[config.mk]
export PLATFORM = sky130hd
export DESIGN_NAME = combined_lcg_shuffled_prng_top
export DESIGN_NICKNAME = d
export VERILOG_FILES = /design/src/rtl/core/clsp_pkg.sv /design/src/rtl/core/clsp_ctrl.sv /design/src/rtl/core/clsp_slot_div.sv /design/src/rtl/core/clsp_dpath.sv /design/src/rtl/core/combined_lcg_shuffled_prng_top.sv
export SDC_FILE = /design/constraint.sdc
export NUM_CORES = 2
export LEC_CHECK = 0
export BUFFER_PORTS_ARGS = -buffer_cell sky130_fd_sc_hd__buf_2
export CORE_MARGIN = 1
export CORE_UTILIZATION = 54
export DETAILED_ROUTE_END_ITERATION = 7
export GPL_ROUTABILITY_DRIVEN = 1
export PLACE_DENSITY = 0.68
export SYNTH_ARGS = -nofsm -noshare
export SYNTH_HDL_FRONTEND = slang
export SYNTH_SLANG_ARGS = --single-unit
[constraint.sdc]
create_clock -name clk -period 10.1 [get_ports clk]
set_clock_uncertainty 0.1 [all_clocks]
set_input_delay 0 -clock clk [delete_from_list [all_inputs] [get_ports clk]]
set_output_delay 0 -clock clk [all_outputs]
set_load 0.03 [all_outputs]
[src/rtl/core/clsp_pkg.sv]
// Shared constants, types and the modular reduction for the combined LCG generator.
// Used by the controller, datapath, slot divider and top level; no dependencies.
package clsp_pkg;

  localparam int TABLE_SIZE_DEF = 32;

  localparam logic [30:0] MOD_ONE       = 31'd2147483563;
  localparam logic [30:0] MOD_TWO       = 31'd2147483399;
  localparam logic [30:0] MOD_ONE_LESS  = 31'd2147483562;
  localparam logic [15:0] MUL_ONE       = 16'd40014;
  localparam logic [15:0] MUL_TWO       = 16'd40692;
  // 2^31 minus each modulus: folds the product's upper bits back in
  localparam logic [7:0]  FOLD_ONE      = 8'd85;
  localparam logic [7:0]  FOLD_TWO      = 8'd249;
  localparam logic [30:0] GEN_TWO_RESET = 31'd123456789;

  localparam logic CMD_DRAW   = 1'b0;
  localparam logic CMD_RESEED = 1'b1;

  typedef struct packed {
    logic mul_load;     // register both products
    logic div_start;    // start the slot divider on last_output
    logic gen_update;   // reduce both products into the generators
    logic tbl_read;     // read the picked slot
    logic draw_finish;  // write slot, update last_output, load result
    logic seed_load;    // load generators and step count from the seed
    logic seed_update;  // reduce generator one, fill table on the last steps
  } clsp_cmd_t;

  typedef struct packed {
    logic div_done;
    logic step_last;
  } clsp_status_t;

  // (prod mod modulus) for modulus = 2^31 - fold and prod below 2^47
  function automatic logic [30:0] lcg_reduce(input logic [46:0] prod,
                                             input logic [7:0]  fold,
                                             input logic [30:0] modulus);
    logic [31:0] sum;
    sum = {1'b0, prod[30:0]} + 32'(prod[46:31]) * 32'(fold);
    if (sum >= {1'b0, modulus}) begin
      sum = sum - {1'b0, modulus};
    end
    return sum[30:0];
  endfunction

endpackage

[src/rtl/core/clsp_ctrl.sv]
// Controller state machine for the combined LCG generator.
// Depends on clsp_pkg for the command and status structs and command codes.
module clsp_ctrl (
  input  logic                  clk,
  input  logic                  rst,
  input  logic                  s_tvalid,
  input  logic                  s_tuser,
  output logic                  s_tready,
  output logic                  m_tvalid,
  input  logic                  m_tready,
  input  clsp_pkg::clsp_status_t status,
  output clsp_pkg::clsp_cmd_t   cmd
);

  localparam logic [2:0] ST_IDLE     = 3'd0;
  localparam logic [2:0] ST_DRAW_RED = 3'd1;
  localparam logic [2:0] ST_DRAW_DIV = 3'd2;
  localparam logic [2:0] ST_DRAW_OUT = 3'd3;
  localparam logic [2:0] ST_SEED_MUL = 3'd4;
  localparam logic [2:0] ST_SEED_RED = 3'd5;

  logic [2:0] state;
  logic [2:0] state_next;
  logic       out_free;
  logic       accept;

  assign s_tready = (state == ST_IDLE);
  assign accept   = s_tvalid && s_tready;
  assign out_free = !m_tvalid || m_tready;

  always_comb begin
    state_next = state;
    cmd        = '0;
    case (state)
      ST_IDLE: begin
        if (accept) begin
          if (s_tuser == clsp_pkg::CMD_RESEED) begin
            cmd.seed_load = 1'b1;
            state_next    = ST_SEED_MUL;
          end else begin
            cmd.mul_load  = 1'b1;
            cmd.div_start = 1'b1;
            state_next    = ST_DRAW_RED;
          end
        end
      end
      ST_DRAW_RED: begin
        cmd.gen_update = 1'b1;
        state_next     = ST_DRAW_DIV;
      end
      ST_DRAW_DIV: begin
        if (status.div_done) begin
          cmd.tbl_read = 1'b1;
          state_next   = ST_DRAW_OUT;
        end
      end
      ST_DRAW_OUT: begin
        // hold until the result register can take the item
        if (out_free) begin
          cmd.draw_finish = 1'b1;
          state_next      = ST_IDLE;
        end
      end
      ST_SEED_MUL: begin
        cmd.mul_load = 1'b1;
        state_next   = ST_SEED_RED;
      end
      ST_SEED_RED: begin
        cmd.seed_update = 1'b1;
        state_next      = status.step_last ? ST_IDLE : ST_SEED_MUL;
      end
      default: begin
        state_next = ST_IDLE;
      end
    endcase
  end

  always_ff @(posedge clk) begin
    if (rst) begin
      state    <= ST_IDLE;
      m_tvalid <= 1'b0;
    end else begin
      state <= state_next;
      if (cmd.draw_finish) begin
        m_tvalid <= 1'b1;
      end else if (m_tready) begin
        m_tvalid <= 1'b0;
      end
    end
  end

endmodule

[src/rtl/core/clsp_slot_div.sv]
// Slot picker: a reciprocal multiply estimates the quotient of the previous output by the
// slot width, and one compare and subtract in the next cycle corrects it. Uses clsp_pkg.
module clsp_slot_div #(
  parameter int TABLE_SIZE = clsp_pkg::TABLE_SIZE_DEF
) (
  input  logic                          clk,
  input  logic                          rst,
  input  logic                          start,
  input  logic [30:0]                   dividend,
  output logic                          done,
  output logic [$clog2(TABLE_SIZE)-1:0] slot
);

  localparam int AW  = $clog2(TABLE_SIZE);
  localparam int QW  = AW + 1;
  localparam int RSH = 37;
  localparam logic [32:0] SLOT_DIV = 33'(1 + clsp_pkg::MOD_ONE_LESS / TABLE_SIZE);
  // floor(2^RSH / SLOT_DIV): the estimate falls short of the quotient by at most one
  localparam logic [15:0] RECIP    = 16'((64'd1 << RSH) / 64'(SLOT_DIV));

  logic [46:0]   est_prod;
  logic [30:0]   num;
  logic [QW-1:0] est;
  logic [32:0]   rem;
  logic          ge;
  logic [QW-1:0] quo;
  logic          busy;

  assign est_prod = 47'(dividend) * 47'(RECIP);
  assign rem      = {2'b00, num} - 33'(est) * SLOT_DIV;
  assign ge       = (rem >= SLOT_DIV);
  assign done     = !busy;
  // quotient past the table is clamped to the last slot
  assign slot = (quo >= QW'(TABLE_SIZE)) ? AW'(TABLE_SIZE - 1) : quo[AW-1:0];

  // busy covers only the correction cycle
  always_ff @(posedge clk) begin
    if (rst) begin
      busy <= 1'b0;
    end else begin
      busy <= start;
    end
  end

  always_ff @(posedge clk) begin
    if (start) begin
      num <= dividend;
      est <= est_prod[RSH+QW-1:RSH];
    end
    if (busy) begin
      quo <= est + QW'(ge);
    end
  end

endmodule

[src/rtl/core/clsp_dpath.sv]
// Datapath: both generators, product registers, shuffle table and result register.
// Depends on clsp_pkg and instantiates clsp_slot_div.
module clsp_dpath #(
  parameter int TABLE_SIZE = clsp_pkg::TABLE_SIZE_DEF
) (
  input  logic                  clk,
  input  logic                  rst,
  input  clsp_pkg::clsp_cmd_t   cmd,
  output clsp_pkg::clsp_status_t status,
  input  logic [30:0]           seed,
  output logic [30:0]           deviate
);

  localparam int AW = $clog2(TABLE_SIZE);
  localparam int CW = $clog2(TABLE_SIZE + 8);

  logic [30:0]           gen_one;
  logic [30:0]           gen_two;
  logic [30:0]           last_output;
  logic [46:0]           prod_one;
  logic [46:0]           prod_two;
  logic [CW-1:0]         step_cnt;
  logic [30:0]           red_one;
  logic [30:0]           red_two;
  logic [30:0]           seed_val;
  logic [AW-1:0]         slot;
  logic                  div_done;
  logic [30:0]           tbl_mem [TABLE_SIZE];
  logic [TABLE_SIZE-1:0] tbl_valid;
  logic [30:0]           rd_data;
  logic                  rd_valid;
  logic [30:0]           picked;
  logic [30:0]           out_val;
  logic                  seed_wr;
  logic                  tbl_wr;
  logic [AW-1:0]         wr_addr;
  logic [30:0]           wr_data;

  clsp_slot_div #(
    .TABLE_SIZE (TABLE_SIZE)
  ) u_slot_div (
    .clk      (clk),
    .rst      (rst),
    .start    (cmd.div_start),
    .dividend (last_output),
    .done     (div_done),
    .slot     (slot)
  );

  assign red_one  = clsp_pkg::lcg_reduce(prod_one, clsp_pkg::FOLD_ONE, clsp_pkg::MOD_ONE);
  assign red_two  = clsp_pkg::lcg_reduce(prod_two, clsp_pkg::FOLD_TWO, clsp_pkg::MOD_TWO);
  assign seed_val = (seed == '0) ? 31'd1 : seed;

  assign status.div_done  = div_done;
  assign status.step_last = (step_cnt == '0);

  // a never-written slot reads as zero
  assign picked  = rd_valid ? rd_data : '0;
  assign out_val = (picked > gen_two) ? (picked - gen_two)
                                      : (clsp_pkg::MOD_ONE_LESS - (gen_two - picked));

  // the last TABLE_SIZE reseed steps fill the table from the top slot down
  assign seed_wr = cmd.seed_update && (step_cnt < CW'(TABLE_SIZE));
  assign tbl_wr  = seed_wr || cmd.draw_finish;
  assign wr_addr = cmd.draw_finish ? slot : step_cnt[AW-1:0];
  assign wr_data = cmd.draw_finish ? gen_one : red_one;

  always_ff @(posedge clk) begin
    if (cmd.mul_load) begin
      prod_one <= 47'(gen_one) * 47'(clsp_pkg::MUL_ONE);
      prod_two <= 47'(gen_two) * 47'(clsp_pkg::MUL_TWO);
    end
  end

  always_ff @(posedge clk) begin
    if (rst) begin
      gen_one     <= '0;
      gen_two     <= clsp_pkg::GEN_TWO_RESET;
      last_output <= '0;
      step_cnt    <= '0;
      tbl_valid   <= '0;
    end else begin
      if (cmd.seed_load) begin
        gen_one  <= seed_val;
        gen_two  <= seed_val;
        step_cnt <= CW'(TABLE_SIZE + 7);
      end
      if (cmd.gen_update) begin
        gen_one <= red_one;
        gen_two <= red_two;
      end
      if (cmd.seed_update) begin
        gen_one <= red_one;
        if (step_cnt == '0) begin
          last_output <= red_one;
        end else begin
          step_cnt <= step_cnt - 1'b1;
        end
      end
      if (cmd.draw_finish) begin
        last_output <= out_val;
      end
      if (tbl_wr) begin
        tbl_valid[wr_addr] <= 1'b1;
      end
    end
  end

  always_ff @(posedge clk) begin
    if (tbl_wr) begin
      tbl_mem[wr_addr] <= wr_data;
    end
    if (cmd.tbl_read) begin
      rd_data  <= tbl_mem[slot];
      rd_valid <= tbl_valid[slot];
    end
    if (cmd.draw_finish) begin
      deviate <= out_val;
    end
  end

endmodule

[src/rtl/core/combined_lcg_shuffled_prng_top.sv]
// Combined LCG generator with shuffle table. A draw runs through multiply (slot estimate
// alongside), reduce (slot correction alongside) and table read states; it finishes once
// the result register is free, and a new item is taken the cycle after; no new item is
// taken before the last one finishes. A reseed loads the seed, then runs a multiply and a
// reduce state for each generator step. Synchronous reset: generator one, the last
// output and every table slot read as 0, generator two as 123456789.
module combined_lcg_shuffled_prng_top #(
  parameter int TABLE_SIZE = clsp_pkg::TABLE_SIZE_DEF
) (
  input  logic        clk,
  input  logic        rst,
  input  logic        s_tvalid,
  output logic        s_tready,
  input  logic [31:0] s_tdata,   // [30:0] seed, [31] zero
  input  logic        s_tuser,   // [0] cmd
  output logic        m_tvalid,
  input  logic        m_tready,
  output logic [31:0] m_tdata    // [30:0] deviate, [31] zero
);

  clsp_pkg::clsp_cmd_t    cmd;
  clsp_pkg::clsp_status_t status;
  logic [30:0]            deviate;

  clsp_ctrl u_ctrl (
    .clk      (clk),
    .rst      (rst),
    .s_tvalid (s_tvalid),
    .s_tuser  (s_tuser),
    .s_tready (s_tready),
    .m_tvalid (m_tvalid),
    .m_tready (m_tready),
    .status   (status),
    .cmd      (cmd)
  );

  clsp_dpath #(
    .TABLE_SIZE (TABLE_SIZE)
  ) u_dpath (
    .clk     (clk),
    .rst     (rst),
    .cmd     (cmd),
    .status  (status),
    .seed    (s_tdata[30:0]),
    .deviate (deviate)
  );

  assign m_tdata = {1'b0, deviate};

endmodule

* Yosys cells after proc, flatten, opt, wreduce, memory -nomap -nowiden
Memories as Yosys holds them, arrays and structs flattened. A register that Yosys moved wholly into a read port is not among the register bits.
Cells that the tools add are included.
** Operators by class
- Add/sub/neg operators :: 10
- Equality and inequality tests :: 8
- $lt $le $gt $ge :: 9
- Multipliers :: 5
- Bitwise logic cells :: 1
- Multiplexer cells :: 45
- Reductions and logical operators :: 16
** Operators by type and width (count)
- 31-bit two-way mux :: 13
- 32-bit by 31-bit greater-or-equal comparator with 1-bit output, second input constant :: 2
- 31-bit subtractor :: 2
- 31-bit subtractor, second input constant :: 2
- 31-bit by 15-bit multiplier with 46-bit output, second input constant :: 1
- 31-bit by 14-bit multiplier with 45-bit output, second input constant :: 1
- 33-bit by 26-bit greater-or-equal comparator with 1-bit output, second input constant :: 1
- 31-bit by 23-bit adder with 32-bit output :: 1
- 31-bit by 24-bit adder with 32-bit output :: 1
- 32-bit bitwise OR :: 1
- 31-bit by 31-bit subtractor with 32-bit output :: 1
- 31-bit greater-than comparator :: 1
- 31-bit logical NOT :: 1
- 31-bit subtractor, first input constant :: 1
- 5-bit by 25-bit multiplier with 30-bit output, second input constant :: 1
- 16-bit by 8-bit multiplier with 24-bit output, second input constant :: 1
- 16-bit by 7-bit multiplier with 23-bit output, second input constant :: 1
- 6-bit two-way mux :: 3
- 3-bit case mux with 6 select lines :: 1
- 1-bit two-way mux :: 16
- 3-bit two-way mux :: 5
- 5-bit by 6-bit less-than comparator with 1-bit output, second input constant :: 2
- 5-bit two-way mux :: 2
- 2-bit nonzero test :: 4
- other kinds (22) :: 29
** Storage, ports and cells
- Word-level logic and storage cells :: 110
- Memories :: 1
- Memory bits (writable) :: 992
- Register bits :: 301
** Memories
- u_dpath.tbl_mem :: depth 32, width 31, rd ports 1, clocked after Yosys merged registers in 1, write ports 1, RTL line clsp_dpath.sv:28 : logic [30:0] tbl_mem [TABLE_SIZE];

* Depth between registers and ports, before layout
- Word-level depth :: 10
- Gate-level depth with buffers :: 29
- Depth with buffers taken out :: 29

* Modules after synthesis
From an unflattened synthesis, not the netlist that was laid out.
** Unflattened totals
- Cell total of the unflattened synthesis :: 6045
- Area, all modules :: 80667.4 um^2
** Modules (own cells, without submodules)
- clsp_dpath :: instances 1, area each 76276.9 um^2, cells each 5578, sequential area each 37035.5 um^2
- clsp_slot_div :: instances 1, area each 4120.2 um^2, cells each 434, sequential area each 1101.1 um^2
- clsp_ctrl :: instances 1, area each 259.0 um^2, cells each 31, sequential area each 80.1 um^2
- combined_lcg_shuffled_prng_top :: instances 1, area each 11.3 um^2, cells each 2, sequential area each 0.0 um^2

* Worst setup path before layout
OpenSTA, ideal clock, no wires.
- Path kind :: reg2reg
- Start point :: register u_dpath.prod_one[32]
- End point :: memory u_dpath.tbl_mem[0][21] (data pin)
- Data arrival time :: 7161 ps
- Cell stages (with the launch flop) :: 22
- Slack :: 2385 ps
- Path buffers :: 3
- Setup time :: 454 ps
- Period minus slack after synthesis :: 7715 ps
- Path through :: edfxtp_1 > ha_1 > inv_1 > fa_1 > fa_1 > inv_1 > fa_1 > ha_1 > a21o_1 > a221oi_2 > nor4_2 > nor2_2 > a211oi_1 > or4_1 > or4_1 > buf_2 > or4_1 > buf_2 > buf_6 > a211oi_1 > xor2_1 > o21ai_0
** On the way
- Word-level cells in the longest chain between the ends :: 5
** RTL lines
- start: declaration :: RTL line clsp_dpath.sv:20 : logic [46:0] prod_one;
- start signal: assignment :: RTL line clsp_dpath.sv:70 : prod_one <= 47'(gen_one) * 47'(clsp_pkg::MUL_ONE);
- 16-bit by 7-bit multiplier with 23-bit output (*) :: RTL line clsp_pkg.sv:40 : sum = {1'b0, prod[30:0]} + 32'(prod[46:31]) * 32'(fold);
- 31-bit by 23-bit adder with 32-bit output (*) :: RTL line clsp_pkg.sv:40
- 31-bit subtractor or 32-bit by 31-bit greater-or-equal comparator with 1-bit output (tied branches) :: RTL line clsp_pkg.sv:42, clsp_pkg.sv:41
- 31-bit two-way mux (*) :: RTL line clsp_pkg.sv:41 : if (sum >= {1'b0, modulus}) begin
- 31-bit two-way mux (*) :: RTL line clsp_dpath.sv:66 : assign wr_data = cmd.draw_finish ? gen_one : red_one;
- net u_dpath.wr_data[21] :: RTL line clsp_dpath.sv:37 : logic [30:0] wr_data;
- end: declaration :: RTL line clsp_dpath.sv:28
The timed path passes the listed nets; every way through them passes the cells marked *.

* Worst setup path after layout
- Start point :: register u_dpath.prod_one[36]
- End point :: memory u_dpath.tbl_mem[2][6] (data pin)
The elaborated chain is that of the path after synthesis.

==> flow_results.xml <==
<?xml version="1.0" encoding="UTF-8"?>
<metrics>
  <group name="timing">
    <metric name="fmax" unit="MHz">122</metric>
    <metric name="setup_tns_after_final_layout" unit="ns">0</metric>
    <metric name="final_period_minus_worst_setup_slack" unit="ns">8.20</metric>
    <metric name="period_share" unit="%">81.2</metric>
    <metric name="setup-violations-final" unit="">0</metric>
    <metric name="report.final.hold_viol_count" unit="">0</metric>
    <metric name="grt_setup_unrepaired" unit="">no</metric>
    <metric name="drv_slew" unit="">0</metric>
    <metric name="worst_slew_pin_slew" unit="ns">1.35</metric>
    <metric name="worst_slew_margin_rel" unit="%">10.0</metric>
  </group>
  <group name="yosys">
    <metric name="synth_simple_gate_area_share" unit="%">7.33</metric>
    <metric name="yosys.area.top_type_share" unit="%">43.8</metric>
    <metric name="synth_enable_flop_cells" unit="">1182</metric>
    <metric name="mappedNetlistNets" unit="">7637</metric>
    <metric name="postSynth.asyncResetShare" unit="%">0</metric>
    <metric name="yosysMostFrequentCell" unit="">edfxtp_1</metric>
    <metric name="post_synth_main_area_contributors" unit="">edfxtp_1 44%, fa_1 12%, ha_1 9.1%</metric>
    <metric name="netlist_area" unit="um2">81100</metric>
    <metric name="ys.warnings.count" unit="">0</metric>
    <metric name="synth_top_family_by_area" unit="">adder cells</metric>
    <metric name="post_synth_most_frequent_cells" unit="">1,182 x edfxtp_1, 828 x inv_1, 591 x ha_1, 469 x fa_1, 393 x nand2_1</metric>
    <metric name="synth_cell_type_count" unit="">92</metric>
    <metric name="synth_top_flop_cell" unit="">edfxtp_1</metric>
    <metric name="synth_xor_area_share" unit="%">2.44</metric>
    <metric name="yosys_register_bits" unit="">1317</metric>
    <metric name="synth-seq-area-share" unit="%">47.1</metric>
    <metric name="synthesized_area_fraction_occupied_by_ao_oa_aoi_and_oai_cells" unit="%">9.80</metric>
    <metric name="top_cell_type_by_total_area_after_synthesis" unit="">edfxtp_1</metric>
    <metric name="synth.area.mux_share" unit="%">7.59</metric>
    <metric name="post_synth_inst_count" unit="">6540</metric>
    <metric name="synthAdderAreaFrac" unit="%">20.7</metric>
    <metric name="syn_area_per_cell" unit="um2">12.4</metric>
  </group>
  <group name="clock_tree">
    <metric name="worst_setup_hold_path_clk_slew" unit="ns">0.07</metric>
    <metric name="tritoncts_clock_tree" unit="">done</metric>
    <metric name="number_of_buffers_created_by_cts" unit="">137</metric>
    <metric name="htree_num_levels" unit="">4</metric>
    <metric name="cts.sink_count" unit="">1317</metric>
    <metric name="clock_tree_buf_depth" unit="">3</metric>
    <metric name="cts-root-buf" unit="">clkbuf_16</metric>
    <metric name="post_cts_resized" unit="">0</metric>
    <metric name="cts.repair_timing.setup_buffer_count" unit="">0</metric>
    <metric name="post_cts_hold_buffer_count" unit="">44</metric>
    <metric name="clock_latency" unit="ns">0.79</metric>
  </group>
  <group name="worst_hold_path">
    <metric name="worst_min_delay_path_class" unit="">in2reg</metric>
  </group>
  <group name="critical_path">
    <metric name="timing_worst_setup_path_type" unit="">reg2reg</metric>
    <metric name="worst_ep_required_time" unit="ns">10.37</metric>
    <metric name="setup.worst_path.end_class" unit="">flop</metric>
    <metric name="cp_max_fo" unit="">32</metric>
    <metric name="arrival" unit="ns">8.47</metric>
    <metric name="crit_path_launch_type" unit="">flop</metric>
  </group>
  <group name="placed_design">
    <metric name="placed_cell_area" unit="um2">84400</metric>
    <metric name="place.gp.congestion" unit="">0.971</metric>
    <metric name="numPortBuffers" unit="">68</metric>
    <metric name="number_of_placed_instances_taps_included" unit="">8489</metric>
    <metric name="dp_hpwl" unit="mm">155</metric>
  </group>
  <group name="global_route">
    <metric name="gr-usage-all-layers" unit="%">30.3</metric>
    <metric name="grt_first_pass_wirelength" unit="mm">341</metric>
    <metric name="grt_antenna_before_repair" unit="">7</metric>
    <metric name="global_route.overflow_total" unit="">0</metric>
    <metric name="first_global_vias" unit="">54000</metric>
    <metric name="grt_max_degree" unit="">157</metric>
  </group>
  <group name="drt">
    <metric name="drtAntennaViolNets" unit="">0</metric>
    <metric name="avgRoutedWirePerCell" unit="um">25.9</metric>
    <metric name="post_drt_via_cell_ratio" unit="">6.13</metric>
    <metric name="routed_wl" unit="mm">228</metric>
    <metric name="drt_iter0_markers" unit="">5714</metric>
    <metric name="drt_pre_antenna_iters" unit="">7</metric>
    <metric name="num_vias" unit="">53800</metric>
    <metric name="drc" unit="">0</metric>
  </group>
  <group name="final_layout">
    <metric name="drive_above_1_share" unit="%">13.4</metric>
    <metric name="finalInstanceArea" unit="um2">89400</metric>
    <metric name="post_layout_nonfiller_instances" unit="">8786</metric>
    <metric name="fillers" unit="">11600</metric>
    <metric name="syn_to_final_growth" unit="%">10.4</metric>
    <metric name="finish.net_count" unit="">7767</metric>
    <metric name="post-route-util" unit="%">60.3</metric>
  </group>
  <group name="floorplan">
    <metric name="core-area" unit="um2">148000</metric>
    <metric name="floorplan.die.width" unit="um">389</metric>
    <metric name="rows" unit="">141</metric>
    <metric name="design.die.area" unit="um2">152000</metric>
    <metric name="boundaryPins" unit="">71</metric>
    <metric name="floorplan.initialDensity" unit="%">54.6</metric>
    <metric name="floorplan.die.height" unit="um">389</metric>
  </group>
  <group name="status">
    <metric name="outcome" unit="">finished clean</metric>
  </group>
  <group name="flow_run">
    <metric name="cap_viol_max_count" unit="">0</metric>
  </group>
</metrics>
==> path summary, 6_finish.rpt <==
path                                               end  slack, ns                                  from  cells after the start
setup / recovery       u_dpath.tbl_mem[2][6]$_DFFE_PP_       1.90        u_dpath.prod_one[36]$_DFFE_PP_                     19
hold / removal        u_dpath.gen_two[21]$_SDFFE_PP0P_       0.06                           s_tdata[21]                      4
setup reg to reg       u_dpath.tbl_mem[2][6]$_DFFE_PP_       1.90        u_dpath.prod_one[36]$_DFFE_PP_                     19
hold reg to reg   u_dpath.u_slot_div.num[23]$_DFFE_PP_       0.34  u_dpath.last_output[23]$_SDFFE_PP0P_                      0
==> critical path, cell delays in order (launching register included) <==
cell and delay [ns]:
edfxtp_1 0.50, ha_1 0.33, inv_1 0.05, fa_1 0.51, inv_1 0.06, fa_1 0.51
fa_1 0.50, ha_1 0.40, a21oi_1 0.24, o21ai_1 0.18, a221oi_2 0.32, a21boi_2 0.29
o21ai_1 0.11, or4_1 0.60, or4_1 0.58, or4_1 0.79, buf_4 0.32, a21oi_1 0.19
xnor2_1 0.18, a21oi_2 1.03
==> metrics by stage <==
step                      hold slack, ns  setup slack, ns
after global routing              0.0489             1.46
final                             0.0596             1.90
after detailed placement           0.218             1.91
after floorplan                   0.0504             2.39
after global placement             0.214             2.01
after CTS                         0.0153             1.88
==> registers in the layout, summed over array words and instances, names as in the netlist <==
name and cells:
u_dpath.tbl_mem 992, u_dpath.prod_one 46, u_dpath.prod_two 45, u_dpath.tbl_valid 32
u_dpath.deviate 31, u_dpath.gen_one 31, u_dpath.gen_two 31, u_dpath.rd_data 31
u_dpath.last_output 30, u_dpath.u_slot_div.num 30, u_dpath.step_cnt 6, u_dpath.u_slot_div.quo 6
u_ctrl.state 3, u_ctrl.m_tvalid 1, u_dpath.rd_valid 1, u_dpath.u_slot_div.busy 1
==> area by class of cell <==
type	count	area, um2	share of cell area (%)
sequential	1317	38200	42.7
multi-input combinational	4149	39300	43.9
tap	2002	2500	2.80
clock buffer	179	3790	4.24
antenna	3	7.51	0.00839
clock inverter	71	793	0.887
inverter	830	3120	3.48
timing repair buffer	235	1780	1.99
==> placed cells by master, fill, tap and decap left out, drive strengths merged, types with 128 or more instances in the layout <==
master and n:
mux2 263, a221oi 136, buf 191, xnor2 160
dfxtp 135, nand3 160, a21oi 244, o21ai 264
clkbuf 179, fa 469, edfxtp 1182, nor2 333
inv 836, mux4 128, nand2 393, ha 591
==> kinds of logic after synthesis <==
logic type	after synthesis
compound gates	1168
xor+xnor	226
fa+ha+maj	1060
buf+inv	1074
flops	1317
mux	422
other cells	1
simple gates	1272
==> per-layer routing <==
| layer | wire length (um) | GRT usage, % | vias to the layer above |
|---|---|---|---|
| met5 | 13 | 0 | - |
| met4 | 9640 | 11.5 | 2 |
| met3 | 18900 | 4.62 | 467 |
| met2 | 105000 | 48.2 | 2455 |
| met1 | 94000 | 42.0 | 27000 |
| li1 | - | - | 23900 |
Power is not shown: default switching activity piles up to over one toggle a cycle in this logic, so the estimate is an artifact.
